File: src/hdl/running_average_background_subtract_top_assert.svh
// Assertion shorthands; expect clk and arst_n in scope.
`ifndef RUNNING_AVERAGE_BACKGROUND_SUBTRACT_TOP_ASSERT_SVH
`define RUNNING_AVERAGE_BACKGROUND_SUBTRACT_TOP_ASSERT_SVH

// same-cycle implication
`define RABS_ASSERT_IMP(lbl, ante, cons, msg) \
	lbl: assert property (@(posedge clk) disable iff (!arst_n) (ante) |-> (cons)) \
		else $error(msg);

// next-cycle implication
`define RABS_ASSERT_NXT(lbl, ante, cons, msg) \
	lbl: assert property (@(posedge clk) disable iff (!arst_n) (ante) |=> (cons)) \
		else $error(msg);

`endif

File: src/hdl/rabs_pkg.sv
package rabs_pkg;

	localparam int ADDR_W      = 19;
	localparam int CHAN_W      = 8;
	localparam int NUM_LANES   = 3;
	localparam int ENTRY_W     = NUM_LANES * CHAN_W;
	localparam int XADDR_W     = 24;  // holds any legal frame size

	localparam int FRAME_PIXELS_DEF         = 524288;
	localparam int WEIGHT_FRACTION_BITS_DEF = 8;

	localparam int THRESH_W     = 8;
	localparam int WEIGHT_W     = 9;
	localparam int CFG_INDEX_W  = 2;
	localparam int CFG_DATA_W   = 9;

	localparam logic [THRESH_W-1:0] DIFF_THRESHOLD_RST = 8'd30;
	localparam logic [WEIGHT_W-1:0] BLEND_WEIGHT_RST   = 9'd13;

	// BT.601 luma in Q0.14
	localparam int GRAY_SUM_W = 22;
	localparam int GRAY_SHIFT = 14;
	localparam logic [GRAY_SUM_W-1:0] GRAY_KR   = 22'd4899;
	localparam logic [GRAY_SUM_W-1:0] GRAY_KG   = 22'd9617;
	localparam logic [GRAY_SUM_W-1:0] GRAY_KB   = 22'd1868;
	localparam logic [GRAY_SUM_W-1:0] GRAY_HALF = 22'd8192;

	typedef enum logic [CFG_INDEX_W-1:0] {
		CFG_DIFF_THRESHOLD   = 2'd0,
		CFG_BLEND_WEIGHT     = 2'd1,
		CFG_SELECTIVE_UPDATE = 2'd2,
		CFG_COLOUR_MODE      = 2'd3
	} cfg_reg_t;

	typedef enum logic {
		REQ_INIT    = 1'b0,
		REQ_PROCESS = 1'b1
	} req_t;

	typedef struct packed {
		logic                colour;
		logic [THRESH_W-1:0] threshold;
		logic [WEIGHT_W-1:0] weight;
	} upd_ctrl_t;

endpackage

File: src/hdl/rabs_update.sv
module rabs_update #(
	parameter int WEIGHT_FRACTION_BITS = rabs_pkg::WEIGHT_FRACTION_BITS_DEF
) (
	input  rabs_pkg::upd_ctrl_t          ctrl,
	input  logic [rabs_pkg::ENTRY_W-1:0] pix,
	input  logic [rabs_pkg::ENTRY_W-1:0] bg,
	output logic                         fg,
	output logic [rabs_pkg::ENTRY_W-1:0] new_word
);

	localparam int F     = WEIGHT_FRACTION_BITS;
	localparam int W_W   = F + 1;
	localparam int CMP_W = (W_W > rabs_pkg::WEIGHT_W) ? W_W : rabs_pkg::WEIGHT_W;
	localparam int ACC_W = F + rabs_pkg::CHAN_W + 1;
	localparam int CW    = rabs_pkg::CHAN_W;
	localparam logic [CMP_W-1:0] ONE_CMP = CMP_W'(1) << F;
	localparam logic [W_W-1:0]   ONE_W   = W_W'(1) << F;
	localparam logic [ACC_W-1:0] HALF    = ACC_W'(ONE_W >> 1);

	logic [CMP_W-1:0] wt_ext;
	logic [W_W-1:0]   w;
	logic [W_W-1:0]   w_inv;

	logic [rabs_pkg::NUM_LANES-1:0]         lane_fg;
	logic [rabs_pkg::NUM_LANES-1:0][CW-1:0] lane_new;

	// alpha above one saturates to one
	assign wt_ext = CMP_W'(ctrl.weight);
	assign w      = (wt_ext > ONE_CMP) ? ONE_W : W_W'(wt_ext);
	assign w_inv  = ONE_W - w;

	for (genvar l = 0; l < rabs_pkg::NUM_LANES; l++) begin : g_lane
		logic [CW-1:0]    p;
		logic [CW-1:0]    b;
		logic [CW-1:0]    diff;
		logic [ACC_W-1:0] acc;

		assign p    = pix[l*CW +: CW];
		assign b    = bg[l*CW +: CW];
		assign diff = (p > b) ? (p - b) : (b - p);
		assign lane_fg[l] = diff > ctrl.threshold;
		assign acc  = ACC_W'(w) * ACC_W'(p) + ACC_W'(w_inv) * ACC_W'(b) + HALF;
		assign lane_new[l] = acc[F +: CW];
	end

	// lane 0 carries gray in gray mode
	assign fg       = ctrl.colour ? (|lane_fg) : lane_fg[0];
	assign new_word = ctrl.colour ? rabs_pkg::ENTRY_W'(lane_new)
	                              : rabs_pkg::ENTRY_W'(lane_new[0]);

endmodule

File: config.mk
export PLATFORM = sky130hd
export DESIGN_NAME = rabs_update
export DESIGN_NICKNAME = d
export VERILOG_FILES = /design/src/hdl/running_average_background_subtract_top_assert.svh /design/src/hdl/rabs_pkg.sv /design/src/hdl/rabs_update.sv
export SDC_FILE = /design/constraint.sdc
export NUM_CORES = 1
export LEC_CHECK = 0
export BUFFER_PORTS_ARGS = -buffer_cell sky130_fd_sc_hd__buf_2
export CAP_MARGIN = 20
export CORE_ASPECT_RATIO = 1.2
export CORE_UTILIZATION = 67
export DETAILED_ROUTE_END_ITERATION = 12
export PLACE_DENSITY_LB_ADDON = 0.05
export REMOVE_ABC_BUFFERS = 1
export SLEW_MARGIN = 40
export SYNTH_ARGS = -nofsm -noshare
export SYNTH_HDL_FRONTEND = slang
export SYNTH_SLANG_ARGS = --single-unit
File: constraint.sdc
create_clock -name vclk -period 12.4
set_input_delay 0.62 -clock vclk [all_inputs]
set_output_delay 0.62 -clock vclk [all_outputs]
set_load 0.03 [all_outputs]
== Yosys cells after proc, flatten, opt, wreduce, memory -nomap -nowiden ==
Index checks and enable logic that the tools add are counted.
Word-level totals
  word-level logic and storage cells: 33
  output and inout bits: 25
  bits in registers: 0
  input port bits: 66
Operators by class
  muxes and demuxes: 6
  reduce and logical (&&, ||, !) cells: 1
  add/sub/neg operators: 13
  magnitude comparators: 7
  multiply operators: 6
Operator list (number)
  multiplier 9 x 8 -> 16 bit: 6
  adder 16 bit: 3
  adder 16 x 8 -> 16 bit, second input constant: 3
  > comparator 8 bit: 6
  subtractor 8 bit: 6
  two-way mux 24 bit: 1
  two-way mux 8 bit: 3
  > comparator 9 bit, second input constant: 1
  two-way mux 9 bit: 1
  subtractor 9 bit, first input constant: 1
  OR reduction 3 bit: 1
  two-way mux 1 bit: 1

== Logic depth before layout (Yosys ltp) ==
  word-level depth: 7
  mapped depth: 29
  mapped depth without buffers: 26

== Worst setup path before layout ==
Ideal clock, no wire load.
  path type: input -> output
  start: input ctrl[1] in the netlist's numbering
  end: output new_word[13] in the netlist's numbering
  path buffers: 3
  stages: 26
  data required time: 11.780 ns
  arrival time: 7.344 ns
  path slack: 4.436 ns
  cell sequence: nor2b_1 > clkbuf_1 > inv_1 > buf_1 > ha_1 > nor2b_1 > a21oi_1 > clkbuf_1 > nand2_1 > fa_1 > fa_1 > inv_1 > fa_1 > fa_1 > fa_1 > inv_1 > fa_1 > inv_1 > ha_1 > a21o_1 > a21oi_1 > o31ai_2 > a211oi_1 > o21bai_1 > xnor2_1 > nor2_1
On the way
  word-level cells in the longest chain between the ends: 7
  elaborated cells on any way between the ends: 8
  classes of those cells: add/sub (3); mul (2); order compare (1); mux (2)
RTL lines
  start: declaration: line rabs_update.sv:4  | input rabs_pkg::upd_ctrl_t ctrl,
  > comparator 9 bit: line rabs_update.sv:29  | assign w = (wt_ext > ONE_CMP) ? ONE_W : W_W'(wt_ext);
  two-way mux 9 bit (*): line rabs_update.sv:29
  subtractor 9 bit: line rabs_update.sv:30  | assign w_inv = ONE_W - w;
  multiplier 9 x 8 -> 16 bit: line rabs_update.sv:42  | assign acc = ACC_W'(w) * ACC_W'(p) + ACC_W'(w_inv) * ACC_W'(b) + HALF;
  adder 16 bit (*): line rabs_update.sv:42
  adder 16 x 8 -> 16 bit (*): line rabs_update.sv:42
  two-way mux 24 bit (*): line rabs_update.sv:48  | assign new_word = ctrl.colour ? rabs_pkg::ENTRY_W'(lane_new)
  end: declaration: line rabs_update.sv:8  | output logic [rabs_pkg::ENTRY_W-1:0] new_word
Every way passes the cells marked *; elsewhere a longest branch is shown, timed or not.

== Final worst setup path ==
  start: input ctrl[8] in the netlist's numbering
  end: output new_word[15] in the netlist's numbering
Same word-level chain as after synthesis.

==> results.toml <==
[detailed_routing]
drc = 0
vias = 12900
drt_pass1_iterations = 5
totalWireLength_mm = 39.5
drtIter0Drc = 612
avgViaCountPerCell = 5.61
wl_per_cell_um = 17.1
drtAntennaViolNets = 0

[worst_hold_path]
hp-class = "primary input to output port"

[grt]
grt_pass1_wl_mm = 67.4
grtUsageMet1 = 0.412
grt_busiest_layer = "met2"
globalRouteOverflowTotal = 0
grt_max_degree = 34
antenna_found_initial = 0
grt_pass1_vias = 14200
grt_usage = 0.336
use_met2 = 0.613
grtUsageMet3 = 0.0289

[cts]
post-cts-setup-buffers = 0
cts-resized-gates = 0
cts-hold-fix-buffers = 0

[sta]
min_period_over_period = 0.730
slew_headroom = 0.483
fmax_mhz = 110
rsz0062_at_grt = "no"
setup_tns_ns = 0
hold_viol_final = 0
worst_slew_pin_slew_ns = 0.775
finalSetupViolCount = 0
fin_crit_ns = 9.06
slew_violations = 0

[layout]
multiInputGateArea_um2 = 14400
final_common_cell = "inv_1"
num_antenna_cells = 0
regArea_um2 = 0
design.seq.count = 0
layout_common_cells = "inv_1 (509), fa_1 (324), ha_1 (258), nand2_1 (201), and2_1 (195)"
drive_above_1_share = 0.0714
areaGrowthSynthToFinish_pct = 4.77
clkbuf_count = 0
final_nets = 2639
fillers = 1969

[critical_path]
crit_path_end_kind = "output port"
cp_max_fo = 27
startpoint_type = "primary input"
crit_type = "primary input to output port"
required_ns = 11.78
cp.arrival_ns = 8.44

[die]
dieHeight_um = 174
ios = 91
dieArea_um2 = 25300
core_um2 = 24000
initial_utilization = 0.686
num_rows = 62
die_w_um = 145

[place]
gp_congestion = 0.906
port_buffers = 91
dp_hpwl_mm = 32.7

[logic_synthesis]
ys_seq_area_frac = 0
ys_warn_count = 0
syn_avg_cell_area_um2 = 8.49
synth_cells = 1943
syn_area_um2 = 16500
yosys.cell_types.count = 66

[run]
cap_violations = 0

[outcome]
status = "finished, final reports clean"
[final cells by class]
| type | count | share of cell area |
|---|---|---|
| inverters | 511 | 0.111 |
| multi-input cells | 1370 | 0.832 |
| well taps | 320 | 0.0232 |
| repair buffers | 107 | 0.0342 |
[kinds of logic after synthesis]
family | after synthesis | synth area share
multiplexers | 17 | 0.0108
XOR/XNOR | 66 | 0.0350
AND/OR/NAND/NOR | 549 | 0.165
adder cells (fa/ha/maj) | 583 | 0.590
AO/OA/AOI/OAI | 155 | 0.0674
buffers and inverters | 573 | 0.133
[critical path, stage by stage]
cell and delay (ns):
buf_2 0.58, nor2b_1 0.10, buf_4 0.23, inv_1 0.49, ha_2 0.38, nand2_1 0.13, a21oi_2 0.47, buf_4 0.33
nand2_1 0.10, fa_1 0.48, fa_1 0.52, inv_1 0.06, fa_1 0.56, fa_1 0.43, fa_1 0.49, inv_1 0.05
fa_1 0.48, inv_1 0.05, ha_1 0.31, nand3_1 0.10, o31ai_2 0.42, a21oi_1 0.19, o21ai_0 0.43, xnor2_1 0.12
nor2_1 0.09, buf_2 0.21
[path summary, 6_finish.rpt]
kind	from	depth (start not counted)	endpoint	slack, ns
setup / recovery	ctrl[8]	26	new_word[15]	3.34
hold / removal	ctrl[17]	4	new_word[11]	1.73
[stage by stage]
| step | setup slack, ns | utilization | hold WS (ns) | cells | area [um^2] |
|---|---|---|---|---|---|
| floorplan | 4.10 | - | 1.39 | 1881 | 16200 |
| global placement | 3.50 | 0.717 | 1.72 | 2306 | 17200 |
| detailed placement | 3.30 | 0.719 | 1.71 | 2308 | 17300 |
| CTS | 3.28 | 0.719 | 1.71 | 2308 | 17300 |
| global route | 2.98 | 0.719 | 1.73 | 2308 | 17300 |
| finish | 3.34 | 0.719 | 1.73 | 2308 | 17300 |
[layer usage]
metal,up-vias,share of wire
met2,453,0.52
li1,5916,-
met3,104,0.064
met1,6472,0.38
met5,-,0
met4,0,0.037
[synth_stat cells (2+ instances only)]
master	n	share of area
mux2i_1	11	0.0067
fa_1	324	0.39
o31ai_2	3	0.0023
nor2_1	82	0.019
xnor2_1	50	0.027
a21o_1	16	0.0073
xor2_1	16	0.0085
a31oi_1	3	0.0011
a41o_1	3	0.0018
o32ai_1	3	0.0016
a21boi_0	2	0.00091
nand2b_1	4	0.0015
and2_1	195	0.074
buf_6	4	0.0027
clkbuf_1	54	0.012
o21ai_1	4	0.0012
o21bai_1	7	0.0032
nand2_1	201	0.046
mux2_2	6	0.0041
nor2b_1	16	0.0061
and4_1	2	0.0011
and3_1	6	0.0023
a21oi_1	41	0.012
or2_2	3	0.0011
inv_1	509	0.12
buf_2	3	0.00091
nand4_1	6	0.0023
o221ai_1	2	0.0011
o21a_1	12	0.0055
a221oi_1	5	0.0027
nand3_1	7	0.0021
nor3_1	19	0.0058
ha_1	259	0.20
a211oi_1	6	0.0027
a2111oi_0	2	0.0011
o21ai_0	22	0.0067
o22ai_1	3	0.0011
or3_1	4	0.0015
Power is left out: the tool's default activity adds up to more than one toggle a clock period on the data nets, which glitch-free logic cannot reach.
